==> config.mk <==
export PLATFORM = sky130hd
export DESIGN_NAME = scs_ctrl
export DESIGN_NICKNAME = d
export VERILOG_FILES = /design/src/hw/rtl/scs_pkg.sv /design/src/hw/rtl/scs_ctrl.sv
export SDC_FILE = /design/constraint.sdc
export NUM_CORES = 1
export LEC_CHECK = 0
export BUFFER_PORTS_ARGS = -buffer_cell sky130_fd_sc_hd__buf_2
export CAP_MARGIN = 20
export CORE_UTILIZATION = 47
export CTS_CLUSTER_SIZE = 12
export DETAILED_ROUTE_END_ITERATION = 12
export GPL_ROUTABILITY_DRIVEN = 0
export PLACE_DENSITY = 0.88
export SYNTH_ARGS = -nofsm -noshare
export SYNTH_HDL_FRONTEND = slang
export SYNTH_SLANG_ARGS = --single-unit
==> constraint.sdc <==
create_clock -name aclk -period 1.5 [get_ports aclk]
set_input_delay 0.075 -clock aclk [delete_from_list [all_inputs] [get_ports aclk]]
set_output_delay 0.075 -clock aclk [all_outputs]
set_load 0.03 [all_outputs]
==> src/hw/rtl/scs_pkg.sv <==
package scs_pkg;

    localparam int KEY_W      = 64;
    localparam int LEN_W      = 4;
    localparam int INC_W      = 32;
    localparam int ACT_W      = 2;
    localparam int EST_W      = 56;
    localparam int S_DATA_W   = 104;
    localparam int CFG_IDX_W  = 3;
    localparam int CFG_DATA_W = 32;
    localparam int ROWS_W     = 4;
    localparam int COLS_W     = 11;
    localparam int PROB_W     = 17;
    localparam int GAIN_W     = 25;
    localparam int SEED_W     = 32;
    localparam int ROWPTR_W   = 9;

    localparam logic [63:0]       FNV_BASIS = 64'hCBF29CE484222325;
    localparam logic [31:0]       LFSR_TAPS = 32'h80200003;
    localparam logic [EST_W-1:0]  CNT_MAX   = {EST_W{1'b1}};
    localparam logic [PROB_W-1:0] PROB_MAX  = 17'd65536;
    localparam logic [GAIN_W-1:0] GAIN_MAX  = 25'd16777216;
    localparam logic [LEN_W-1:0]  KEY_BYTES = 4'd8;

    typedef enum logic [ACT_W-1:0] {
        ACT_ADD, ACT_MEAN, ACT_MEDIAN, ACT_CLEAR
    } action_t;

    typedef enum logic [CFG_IDX_W-1:0] {
        CFG_ROWS, CFG_COLS, CFG_PROB, CFG_GAIN, CFG_SEED
    } cfg_idx_t;

    typedef enum logic [3:0] {
        ST_SWEEP, ST_IDLE, ST_DISP, ST_MUL, ST_ROW, ST_HASH, ST_MOD, ST_RD,
        ST_SKIP, ST_MEAN, ST_MEANW, ST_SORT, ST_SHIFT, ST_CLR, ST_FIN
    } state_t;

    typedef struct packed {
        logic load_in;
        logic sweep_step;
        logic seed_load;
        logic mul;
        logic iter_init;
        logic row_wrap;
        logic hash_init;
        logic hash_step;
        logic div_mod;
        logic div_mean;
        logic mem_rd;
        logic acc;
        logic skip_step;
        logic sort_step;
        logic shift_step;
        logic res_load;
    } cmd_t;

    typedef struct packed {
        action_t act;
        logic    row_ge;
        logic    iter_done;
        logic    hash_done;
        logic    div_done;
        logic    skip_end;
        logic    sort_done;
        logic    shift_done;
        logic    sweep_last;
        logic    out_full;
    } status_t;

    // one fnv-1a byte: xor then multiply by 2^40 + 0x1b3
    function automatic logic [63:0] fnv_step(input logic [63:0] h, input logic [7:0] b);
        logic [63:0] x;
        x = h ^ {56'd0, b};
        return x + (x << 1) + (x << 4) + (x << 5) + (x << 7) + (x << 8) + (x << 40);
    endfunction

    // offset basis raised by 31 per row
    function automatic logic [63:0] row_basis(input logic [7:0] r);
        return FNV_BASIS + ({56'd0, r} << 5) - {56'd0, r};
    endfunction

endpackage

==> src/hw/rtl/scs_ctrl.sv <==
module scs_ctrl (
    input  logic             aclk,
    input  logic             aresetn,
    input  logic             s_tvalid,
    input  scs_pkg::status_t st,
    output scs_pkg::cmd_t    cmd,
    output logic             in_ready
);
    scs_pkg::state_t state_reg, state_next;

    always_ff @(posedge aclk) begin
        if (!aresetn) begin
            state_reg <= scs_pkg::ST_SWEEP;
        end else begin
            state_reg <= state_next;
        end
    end

    always_comb begin
        state_next = state_reg;
        cmd        = '0;
        in_ready   = 1'b0;
        case (state_reg)
            scs_pkg::ST_SWEEP: begin
                cmd.sweep_step = 1'b1;
                if (st.sweep_last) state_next = scs_pkg::ST_IDLE;
            end
            scs_pkg::ST_IDLE: begin
                in_ready = 1'b1;
                if (s_tvalid) begin
                    cmd.load_in = 1'b1;
                    state_next  = scs_pkg::ST_DISP;
                end
            end
            scs_pkg::ST_DISP: begin
                cmd.iter_init = 1'b1;
                case (st.act)
                    scs_pkg::ACT_ADD:    state_next = scs_pkg::ST_MUL;
                    scs_pkg::ACT_MEAN,
                    scs_pkg::ACT_MEDIAN: state_next = scs_pkg::ST_ROW;
                    scs_pkg::ACT_CLEAR: begin
                        cmd.seed_load = 1'b1;
                        state_next    = scs_pkg::ST_CLR;
                    end
                    default:             state_next = scs_pkg::ST_FIN;
                endcase
            end
            scs_pkg::ST_MUL: begin
                cmd.mul    = 1'b1;
                state_next = scs_pkg::ST_ROW;
            end
            scs_pkg::ST_ROW: begin
                if (st.iter_done) begin
                    if (st.act == scs_pkg::ACT_MEAN)        state_next = scs_pkg::ST_MEAN;
                    else if (st.act == scs_pkg::ACT_MEDIAN) state_next = scs_pkg::ST_SORT;
                    else                                    state_next = scs_pkg::ST_FIN;
                end else if (st.act == scs_pkg::ACT_ADD && st.row_ge) begin
                    cmd.row_wrap = 1'b1;
                    state_next   = scs_pkg::ST_FIN;
                end else begin
                    cmd.hash_init = 1'b1;
                    state_next    = scs_pkg::ST_HASH;
                end
            end
            scs_pkg::ST_HASH: begin
                if (st.hash_done) begin
                    cmd.div_mod = 1'b1;
                    state_next  = scs_pkg::ST_MOD;
                end else begin
                    cmd.hash_step = 1'b1;
                end
            end
            scs_pkg::ST_MOD: begin
                if (st.div_done) begin
                    cmd.mem_rd = 1'b1;
                    state_next = scs_pkg::ST_RD;
                end
            end
            scs_pkg::ST_RD: begin
                cmd.acc    = 1'b1;
                state_next = (st.act == scs_pkg::ACT_ADD) ? scs_pkg::ST_SKIP : scs_pkg::ST_ROW;
            end
            scs_pkg::ST_SKIP: begin
                cmd.skip_step = 1'b1;
                if (st.skip_end) state_next = scs_pkg::ST_ROW;
            end
            scs_pkg::ST_MEAN: begin
                cmd.div_mean = 1'b1;
                state_next   = scs_pkg::ST_MEANW;
            end
            scs_pkg::ST_MEANW: begin
                if (st.div_done) state_next = scs_pkg::ST_FIN;
            end
            scs_pkg::ST_SORT: begin
                if (st.sort_done) state_next = scs_pkg::ST_SHIFT;
                else              cmd.sort_step = 1'b1;
            end
            scs_pkg::ST_SHIFT: begin
                if (st.shift_done) state_next = scs_pkg::ST_FIN;
                else               cmd.shift_step = 1'b1;
            end
            scs_pkg::ST_CLR: begin
                cmd.sweep_step = 1'b1;
                if (st.sweep_last) state_next = scs_pkg::ST_FIN;
            end
            scs_pkg::ST_FIN: begin
                if (!st.out_full) begin
                    cmd.res_load = 1'b1;
                    state_next   = scs_pkg::ST_IDLE;
                end
            end
            default: state_next = scs_pkg::ST_IDLE;
        endcase
    end

`ifndef SYNTH
    a_busy_after_beat: assert property (@(posedge aclk) disable iff (!aresetn)
        (in_ready && s_tvalid) |=> !in_ready)
        else $error("input taken again right after a beat");
    a_div_done_where_waited: assert property (@(posedge aclk) disable iff (!aresetn)
        st.div_done |-> (state_reg == scs_pkg::ST_MOD || state_reg == scs_pkg::ST_MEANW))
        else $error("divider finished with nobody waiting");
    a_skip_only_on_add: assert property (@(posedge aclk) disable iff (!aresetn)
        (state_reg == scs_pkg::ST_SKIP) |-> (st.act == scs_pkg::ACT_ADD))
        else $error("row skip drawn outside an add");
`endif

endmodule

Yosys cells after proc, flatten, opt, wreduce, memory -nomap -nowiden
Index checks and enable logic that the tools add are counted.
- flip-flop bits (word level): 4
- output and inout bits: 17
- bits of input ports: 14
- word-level logic and storage cells: 77
- mux-type cells: 43
- reductions and logical operators: 6
- equality and inequality tests: 27
- operators by type and width (cell ; count):
    4-bit one-hot mux with 15 select lines ; 1
    4-bit two-way mux ; 13
    4-bit equality test (second input constant) ; 7
    1-bit two-way mux ; 23
    2-bit inequality test (second input constant) ; 10
    4-bit by 3-bit equality test with 1-bit output (second input constant) ; 4
    4-bit one-hot mux with 3 select lines ; 1
    10-bit AND reduction ; 1
    4-bit by 2-bit equality test with 1-bit output (second input constant) ; 2
    2-bit two-way mux ; 3
    3-bit two-way mux ; 2
    2-bit equality test (second input constant) ; 2
    4-bit by 1-bit equality test with 1-bit output (second input constant) ; 1
    4-bit logical NOT ; 1
    2-bit OR reduction ; 2
    2-bit by 1-bit equality test with 1-bit output (second input constant) ; 1
    2-bit logical NOT ; 1
    1-bit logical AND ; 1

Longest topological paths before layout
Gate-level depths: netlist of run 1.
- depth after elaboration: 5
- depth in mapped cells: 6
- gate-level depth less buffers: 6

Least setup slack after synthesis of run 1
No wires, ideal clock.
- kind: register to output
- start: register state_reg[3]
- end: output port cmd[9] (netlist name)
- required time: 1.425 ns
- path buffers: 2
- stages on the path, launching flop included: 5
- path slack: -0.515 ns
- arrival time: 1.940 ns
- cells stage by stage: dfxtp_1 -> buf_4 -> buf_4 -> nand2b_1 -> nor4b_1
- RTL lines (element ; RTL line ; RTL):
    from (decl) ; scs_ctrl.sv:9 ; scs_pkg::state_t state_reg, state_next;
    from (signal assigned) ; scs_ctrl.sv:13 ; state_reg <= scs_pkg::ST_SWEEP;
    from (signal assigned) ; scs_ctrl.sv:15 ; state_reg <= state_next;
    to (decl) ; scs_ctrl.sv:6 ; output scs_pkg::cmd_t cmd,

==> results.yml, run 1 <==
status:
  status: "complete, no violations"
cts:
  cts_max_level: 1
  clk_pin_slew_ns: 0.04
  cts_setup_buffers: 0
  cts_buffers: 3
  clk_latency_ns: 0.24
  clock-sinks: 4
  clockBufferDepth: 2
  clockRootBuffer: "clkbuf_4"
  cts_tree: "yes"
die:
  initial_core_util_pct: 49.8
  dieHeight_um: 42.0
  dieArea_sq_um: 1760
  num_io_pins: 31
  rows: 14
  core_sq_um: 1510
  die_w_um: 42.0
synth:
  ys_seq_elements: 4
  synthDistinctLibCells: 44
  syn_avg_cell_area_sq_um: 7.08
  yosysWarningCount: 0
  syn_inst: 106
  syn-cell-area_sq_um: 751
  synthesis.nets: 125
  seq_area_frac_synth_pct: 10.7
job:
  cap_viol_max_count: 0
timing:
  worst_pin_slew_ns: 0.326
  finalSetupViolCount: 0
  relSlewSlack_pct: 78.2
  rsz0062_at_grt: "yes"
  fin_crit_ns: 1.48
  holdWs_ns: 0.138
  setup_ws_ns: 0.0229
  finalHoldViolCount: 0
  clock.fmax_mhz: 677
  tns_ns: 0
  finalCritPeriodShare_pct: 98.5
  skew_ns: 0.00212
  maxSlewViolCount: 0
global_route:
  grt_pass1_wl_mm: 3.46
  grt_usage_pct: 25.3
  gr-total-overflow: 0
  grt_antenna_before_repair: 0
  grt_max_degree: 20
  grt_pass1_vias: 814
detailed_routing:
  drtAntennaViolNets: 0
  first_pass_iters: 4
  drc_errors: 0
  totalWireLength_mm: 2.21
  wire_per_inst_um: 14.2
  vias_per_cell: 5.84
  first_iter_violations: 16
  vias: 911
min_path:
  hold_path.class: "in2reg"
worst_setup_path:
  worst-path-max-fanout: 9
  start_kind: "register"
  cp.arrival_ns: 1.40
  critical_path_class: "reg2out"
  end_kind: "output pin"
  worstPathRequired_ns: 1.42
place:
  portBuffers: 30
  place_inst: 153
  placed_area_sq_um: 953
  hpwl_mm: 1.66
  pre_cts_ws_ns: -0.0396
final_layout:
  final_core_utilization_pct: 69.0
  filler_cell_count: 122
  mostFrequentLayoutCell: "buf_2"
  nets: 161
  area_delta_synth_final_pct: 38.5
  final_area_sq_um: 1040
  insertedDiodeCount: 0
  largest_reg_flops: 4
  finalNonFillerCells: 156
  drive_gt1_share_pct: 42.1
  layout_common_cells: "buf_2 (26), nor2_1 (10), nand2_1 (10)"
pwr:
  p_per_area_nw_per_um2: 1500
  ir_worst_vdd_v: 0.000568
  total_power_mw: 1.56
  power.leakage_nw: 0.489
[path summary, 6_finish.rpt]
path                              startpoint      endpoint  slack, ns  cells past startpoint
worst max-delay path            state_reg[3]        cmd[9]       0.02                      4
worst min-delay path                 aresetn  state_reg[2]       0.14                      3
worst max register to register  state_reg[2]  state_reg[0]       0.07                      5
worst min register to register  state_reg[1]  state_reg[1]       0.57                      2
[cell usage after synthesis (all sizes together)]
cell / number / area [sq um]
or2: 1 / 6.26
nor2b: 1 / 6.26
a31oi: 1 / 6.26
nand4: 1 / 6.26
nor3: 10 / 50.1
nand3: 1 / 5.00
and2b: 1 / 7.51
o211ai: 1 / 7.51
nand3b: 1 / 7.51
and2: 1 / 6.26
nand2: 10 / 37.5
o221ai: 1 / 8.76
a21oi: 2 / 13.8
a311oi: 1 / 8.76
a41oi: 1 / 8.76
nor4: 1 / 6.26
a32oi: 2 / 25.0
and3: 4 / 25.0
o32a: 1 / 10.0
a211oi: 2 / 15.0
buf: 6 / 51.3
inv: 7 / 26.3
a21boi: 2 / 15.0
ha: 5 / 62.6
o2111ai: 2 / 17.5
o311ai: 1 / 8.76
o21ai: 3 / 15.0
a21bo: 1 / 10.0
dfxtp: 4 / 80.1
a21o: 1 / 7.51
xor2: 1 / 8.76
nand2b: 9 / 56.3
and3b: 1 / 8.76
nor3b: 2 / 15.0
clkbuf: 1 / 3.75
mux2i: 5 / 50.1
nor4b: 1 / 8.76
nor2: 10 / 37.5
[critical path, stage by stage, from the launching register on]
cell	delay (ns)
dfxtp_2	0.35
buf_4	0.18
nand2b_4	0.19
nor4b_2	0.25
buf_4	0.19
[cell type report]
class                      instances  area [sq um]  area share (%)
inverter                           7          26.3            2.53
sequential                         4          90.1            8.66
tap                               16          20.0            1.93
clock buffer                       3          22.5            2.17
multi-input combinational         88           649            62.5
timing repair buffer              38           231            22.3
[layer usage]
| layer | track usage [%] | wire (um) | up-vias |
|---|---|---|---|
| li1 | - | - | 451 |
| met1 | 30.3 | 903 | 422 |
| met2 | 46.3 | 1180 | 36 |
| met3 | 4.78 | 110 | 2 |
| met4 | 5.16 | 12 | 0 |
| met5 | 0 | 0 | - |
[kinds of logic (layout without fill, tap and decap cells)]
family                   count (synthesis)  in the layout  synth area share (%)
AND/OR/NAND/NOR                         55             55                  38.7
AO/OA/AOI/OAI                           22             22                  23.7
buffers and inverters                   14             48                  10.8
adder cells (fa/ha/maj)                  5              5                  8.33
multiplexers                             5              5                  6.67
flip-flops                               4              4                  10.7
XOR/XNOR                                 1              1                  1.17
[repair_timing]
item | in CTS | in global routing
gates resized for setup | 10 | 12
setup endpoints to repair | 20 | 12
pin swaps | 0 | 5
hold buffers | 0 | 0
[power breakdown]
group	switching, mW	internal, mW	total, mW
sequential	0.0884	0.160	0.249
combinational	0.692	0.483	1.18
clock	0.0457	0.0896	0.135
Note: power is estimated with default switching activity, not from simulation.
==> inputs of run 2 (changes only) <==
--- a/config.mk
+++ b/config.mk
@@ -7,11 +7,12 @@
 export LEC_CHECK = 0
 export BUFFER_PORTS_ARGS = -buffer_cell sky130_fd_sc_hd__buf_2
 export CAP_MARGIN = 20
-export CORE_UTILIZATION = 47
+export CORE_UTILIZATION = 49
+export CTS_BUF_LIST = sky130_fd_sc_hd__clkbuf_4
 export CTS_CLUSTER_SIZE = 12
 export DETAILED_ROUTE_END_ITERATION = 12
 export GPL_ROUTABILITY_DRIVEN = 0
-export PLACE_DENSITY = 0.88
+export PLACE_DENSITY = 0.91
 export SYNTH_ARGS = -nofsm -noshare
 export SYNTH_HDL_FRONTEND = slang
 export SYNTH_SLANG_ARGS = --single-unit
==> run 2 against run 1 <==
Against the previous run:
- the flow now finishes with violations (negative setup slack)
- sequential power increased by 10%
- setup slack got worse by 0.033 ns
- fmax decreased by 2.2%
- final area increased by 4.3%
- via count increased by 5.8%
- count of clock-buffer cells in the layout unchanged
- global-route usage increased by 3.2 points
- die area decreased by 3.9%
- clock skew decreased by 0.0013 ns
- combinational power increased by 11%
- wire length increased by 15%
- sequential cell count unchanged
- critical endpoint is now state_reg[2]
- largest cell class unchanged
==> results.yml, run 2 (same netlist as run 1, synthesis figures left out) <==
status:
  status: "complete, but fails checks"
  violations: "negative setup slack"
worst_setup_path:
  critical_path_class: "reg2reg"
  r2r-end: "state_reg[2]"
  timing.rr.start: "state_reg[2]"
  end_kind: "register"
  cp_cell_sequence: "buf_12 -> nand2b_1 -> a21boi_0 -> o32a_1 -> a311oi_1"
  reg2regPathDepth: 5
  worstPathRequired_ns: 1.62
  worst-path-max-fanout: 7
  rrSetupSlack_ns: -0.01
  cp.arrival_ns: 1.64
  slowest_delay_ns: 0.37
  start_kind: "register"
  crit_path_top_delay_cell: "dfxtp_4"
die:
  die_w_um: 41.1
  rows: 13
  num_io_pins: 31
  dieHeight_um: 41.1
  dieArea_sq_um: 1690
  core_sq_um: 1370
  initial_core_util_pct: 54.9
pwr:
  p_comb_share_pct: 76.0
  p_switching_mw: 0.880
  p_clk_share_pct: 8.0
  seqPwrFrac_pct: 16.0
  p_per_area_nw_per_um2: 1590
  internal-power_mw: 0.839
  ir_worst_vdd_v: 0.000671
  power.leakage_nw: 0.503
  p_sw_share_pct: 51.2
cts:
  cts_max_level: 1
  clk_latency_ns: 0.24
  cts_setup_buffers: 0
  cts_buffers: 3
  clockBufferDepth: 2
  cts_tree: "yes"
  clockRootBuffer: "clkbuf_4"
  clock-sinks: 4
  clk_pin_slew_ns: 0.04
  holdBufCountCts: 0
detailed_routing:
  first_pass_iters: 4
  vias: 964
  drtAntennaViolNets: 0
  wire_per_inst_um: 16.4
  totalWireLength_mm: 2.54
  drc_errors: 0
  first_iter_violations: 30
  vias_per_cell: 6.22
timing:
  setup_ws_ns: -0.0104
  skew_ns: 0.000839
  worst_pin_slew_ns: 0.304
  holdWs_ns: 0.138
  rsz0062_at_grt: "yes"
  relSlewSlack_pct: 79.7
  finalHoldViolCount: 0
  fin_crit_ns: 1.51
  clock.fmax_mhz: 662
  finalSetupViolCount: 1
  maxSlewViolCount: 0
  finalCritPeriodShare_pct: 101
place:
  place_inst: 150
  hpwl_mm: 1.63
  portBuffers: 30
global_route:
  grt_usage_pct: 28.5
  grt_pass1_wl_mm: 3.24
  grt_max_degree: 20
  gr-total-overflow: 0
  grt_antenna_before_repair: 0
  grt_pass1_vias: 792
final_layout:
  layout_common_cells: "buf_2 (24), nor2_1 (10), nand2_1 (10)"
  nets: 161
  finalNonFillerCells: 155
  mostFrequentLayoutCell: "buf_2"
  insertedDiodeCount: 0
  drive_gt1_share_pct: 40.7
  largest_reg_flops: 4
  filler_cell_count: 89
  area_delta_synth_final_pct: 44.5
min_path:
  hp-start: "aresetn"
  hold_path.class: "in2reg"
  min_to: "state_reg[2]"
  holdPathStages: 3
job:
  cap_viol_max_count: 0
## run 2: cell count changes in the layout (fill, tap and decap cells not counted), sizes merged
cell	before	now
clkbuf	3	6
buf	38	35
## run 2: what timing repair did
| action | 4_1_cts | 5_1_grt |
|---|---|---|
| cloned | 0 | 2 |
| gates resized for setup | 10 | 12 |
| pin swaps | 1 | 4 |
| setup endpoints to repair | 13 | 10 |
## run 2: layout make-up
| type | instances | area, sq um | share of cell area [%] |
|---|---|---|---|
| clock buffer | 3 | 22.5 | 2.08 |
| tap | 15 | 18.8 | 1.73 |
| multi-input combinational | 88 | 642 | 59.2 |
| timing repair buffer | 38 | 280 | 25.8 |
| sequential | 4 | 95.1 | 8.77 |
| inverter | 7 | 26.3 | 2.42 |
## run 2: worst max-delay path, delay by kind of cell (launching register included)
kind                   cells  cell delay, ns
flip-flops                 1            0.37
AND/OR/NAND/NOR            1            0.21
AO/OA/AOI/OAI              3            0.67
buffers and inverters      1            0.14
## run 2: worst max path at each step
stage              endpoint         start  slack, ns  depth (start not counted)
6_report       state_reg[2]  state_reg[2]      -0.01                          5
5_1_grt             cmd[15]  state_reg[1]      -0.07                          4
4_1_cts        state_reg[2]  state_reg[3]       0.02                          5
3_5_place_dp   state_reg[2]  state_reg[3]      -0.04                          5
3_3_place_gp   state_reg[2]  state_reg[3]       0.04                          5
2_1_floorplan        cmd[7]  state_reg[3]      -0.15                          4
## run 2: power groups by stage
stage / clock [mW] / combinational (mW) / sequential, mW
after floorplan: 0 / 0.874 / 0.176
after global placement: 0 / 1.03 / 0.218
after detailed placement: 0 / 1.06 / 0.223
after CTS: 0.134 / 1.10 / 0.233
after global routing: 0.160 / 1.40 / 0.281
final: 0.138 / 1.31 / 0.274
## run 2: layer usage
layer	share of wire (%)	global-route usage (%)	wire length, um	vias to the layer above
met4	0.75	3.23	19	0
li1	-	-	-	456
met3	7.7	5.98	195	4
met1	40	31.8	1010	440
met2	52	55.5	1310	64
met5	0	0	0	-
## run 2: per-stage QoR
stage               power [mW]  cell area, sq um  setup slack (ns)  TNS, ns  utilization, %
finish                    1.72              1080           -0.0104  -0.0104            79.4
global route              1.85              1080           -0.0730   -0.494            79.4
CTS                       1.47               996            0.0219        0            72.9
detailed placement        1.28               950           -0.0422  -0.0422            69.5
global placement          1.24               950            0.0360        0            69.5
floorplan                 1.05               778            -0.148   -0.669               -
==> inputs of run 3 (changes only) <==
--- a/config.mk
+++ b/config.mk
@@ -12,6 +12,7 @@
 export CTS_CLUSTER_SIZE = 12
 export DETAILED_ROUTE_END_ITERATION = 12
 export GPL_ROUTABILITY_DRIVEN = 0
+export HOLD_SLACK_MARGIN = 0.02
 export PLACE_DENSITY = 0.91
 export SYNTH_ARGS = -nofsm -noshare
 export SYNTH_HDL_FRONTEND = slang
==> constraint.sdc (replaced) <==
create_clock -name aclk -period 1.47 [get_ports aclk]
set_input_delay 0.0735 -clock aclk [delete_from_list [all_inputs] [get_ports aclk]]
set_output_delay 0.0735 -clock aclk [all_outputs]
set_load 0.03 [all_outputs]
==> run 3 against run 2 <==
Against the previous run:
- the run still ends with negative setup slack left
- combinational power increased by 20%
- clock skew increased by 0.0096 ns
- via count increased by 14%
- largest power group unchanged
- final area increased by 11%
- highest routed layer unchanged
- setup slack got worse by 0.12 ns
- critical path depth unchanged
- register-to-register slack got worse by 0.12 ns
- sequential cell count unchanged
==> results.yml, run 3 (same netlist as run 1, synthesis figures left out) <==
worst_setup_path:
  timing.rr.start: "state_reg[2]"
  critical_path_class: "reg2reg"
  worst-path-max-fanout: 20
  cp.arrival_ns: 1.75
  reg2regPathDepth: 5
  end_kind: "register"
  worstPathRequired_ns: 1.62
  start_kind: "register"
  crit_path_start: "state_reg[2]"
global_route:
  grt_pass1_vias: 839
  gr-total-overflow: 0
  grt_pass1_wl_mm: 3.37
  grt_max_degree: 21
  grt_usage_pct: 29.4
  grt_antenna_before_repair: 0
cts:
  clk_pin_slew_ns: 0.05
  clk_latency_ns: 0.24
  cts_buffers: 3
  cts_max_level: 1
  holdBufCountCts: 0
  cts_tree: "yes"
  clockBufferDepth: 2
  clockRootBuffer: "clkbuf_4"
  clock-sinks: 4
pwr:
  seqPwrFrac_pct: 12.7
  ir_worst_vdd_v: 0.000899
  p_comb_share_pct: 79.9
  power.leakage_nw: 0.555
  p_per_area_nw_per_um2: 1630
  internal-power_mw: 0.928
  p_switching_mw: 1.04
  p_clk_share_pct: 7.4
  p_sw_share_pct: 52.8
place:
  placed_area_sq_um: 1010
  place_inst: 152
  hpwl_mm: 1.63
  portBuffers: 30
min_path:
  hold_path.class: "in2reg"
  holdPathStages: 3
  hp-start: "aresetn"
timing:
  finalCritPeriodShare_pct: 109
  fin_crit_ns: 1.60
  skew_ns: 0.0105
  clock.fmax_mhz: 624
  worst_pin_slew_ns: 0.382
  setup_ws_ns: -0.134
  relSlewSlack_pct: 74.4
  finalHoldViolCount: 0
  finalSetupViolCount: 7
  rsz0062_at_grt: "yes"
  maxSlewViolCount: 0
die:
  dieArea_sq_um: 1690
  rows: 13
  core_sq_um: 1370
  dieHeight_um: 41.1
  initial_core_util_pct: 54.9
  die_w_um: 41.1
  num_io_pins: 31
final_layout:
  insertedDiodeCount: 0
  seq_area_sq_um: 92.6
  mostFrequentLayoutCell: "buf_2"
  layout_common_cells: "buf_2 (21), buf_4 (15), nor2_1 (10), nand2_1 (10), inv_1 (7)"
  filler_cell_count: 59
  multi_input_area_sq_um: 689
  finalNonFillerCells: 163
  largest_reg_flops: 4
  area_delta_synth_final_pct: 60.8
  final_area_sq_um: 1210
  nets: 169
  final_core_utilization_pct: 88.4
  drive_gt1_share_pct: 47.3
detailed_routing:
  first_pass_iters: 5
  drtAntennaViolNets: 0
  first_iter_violations: 94
  totalWireLength_mm: 3.27
  vias_per_cell: 6.76
  drc_errors: 0
  wire_per_inst_um: 20.1
  vias: 1102
job:
  cap_viol_max_count: 0
status:
  status: "complete, but fails checks"
  violations: "negative setup slack"
[run 3: cell count changes in the layout (fill, tap and decap cells not counted), sizes merged]
cell / change
clkbuf: -1
buf: +9
[run 3: stage by stage]
stage	hold WS (ns)	setup TNS, ns	total power [mW]	worst slack, ns
detailed placement	0.364	-0.288	1.42	-0.0786
CTS	0.121	0	1.69	0.00287
global placement	0.362	0	1.37	0.0238
floorplan	0.186	-0.184	1.13	-0.106
global route	0.128	-1.12	2.04	-0.212
finish	0.116	-0.581	1.96	-0.134
[run 3: cell type report]
cell class / count / area share, %
clock buffer: 3 / 1.87
timing repair buffer: 46 / 29.6
multi-input combinational: 88 / 57.1
tap: 15 / 1.55
sequential: 4 / 7.67
inverter: 7 / 2.18
[run 3: critical path, stage by stage (launching register included)]
cell and delay, ns:
dfxtp_2 0.38, buf_12 0.18, nor3b_1 0.07, o211ai_1 0.35, nand4_1 0.29, mux2i_1 0.24
[run 3: power by group through the flow]
stage	registers, mW	logic (mW)	clock network, mW
floorplan	0.179	0.948	0
global placement	0.224	1.15	0
detailed placement	0.230	1.19	0
CTS	0.246	1.30	0.139
global route	0.249	1.62	0.162
finish	0.250	1.57	0.145
[run 3: path summary, 6_finish.rpt]
path                   to  slack (ns)
max reg2reg  state_reg[1]       -0.13
max          state_reg[1]       -0.13
min reg2reg  state_reg[3]        0.61
min          state_reg[2]        0.12
[run 3: layer usage]
layer	wire length, um	part of all wire (%)	global-route usage (%)	vias up
met5	0	0	0	-
met4	206	6.3	9.68	0
met3	431	13	2.72	37
met2	1480	45	56.3	120
met1	1150	35	33.2	473
li1	-	-	-	472
[run 3: what timing repair did]
action,CTS,global route
pin swaps,4,4
setup buffers,5,3
setup endpoints to repair,21,12
resized for setup,15,16
gates cloned,0,1
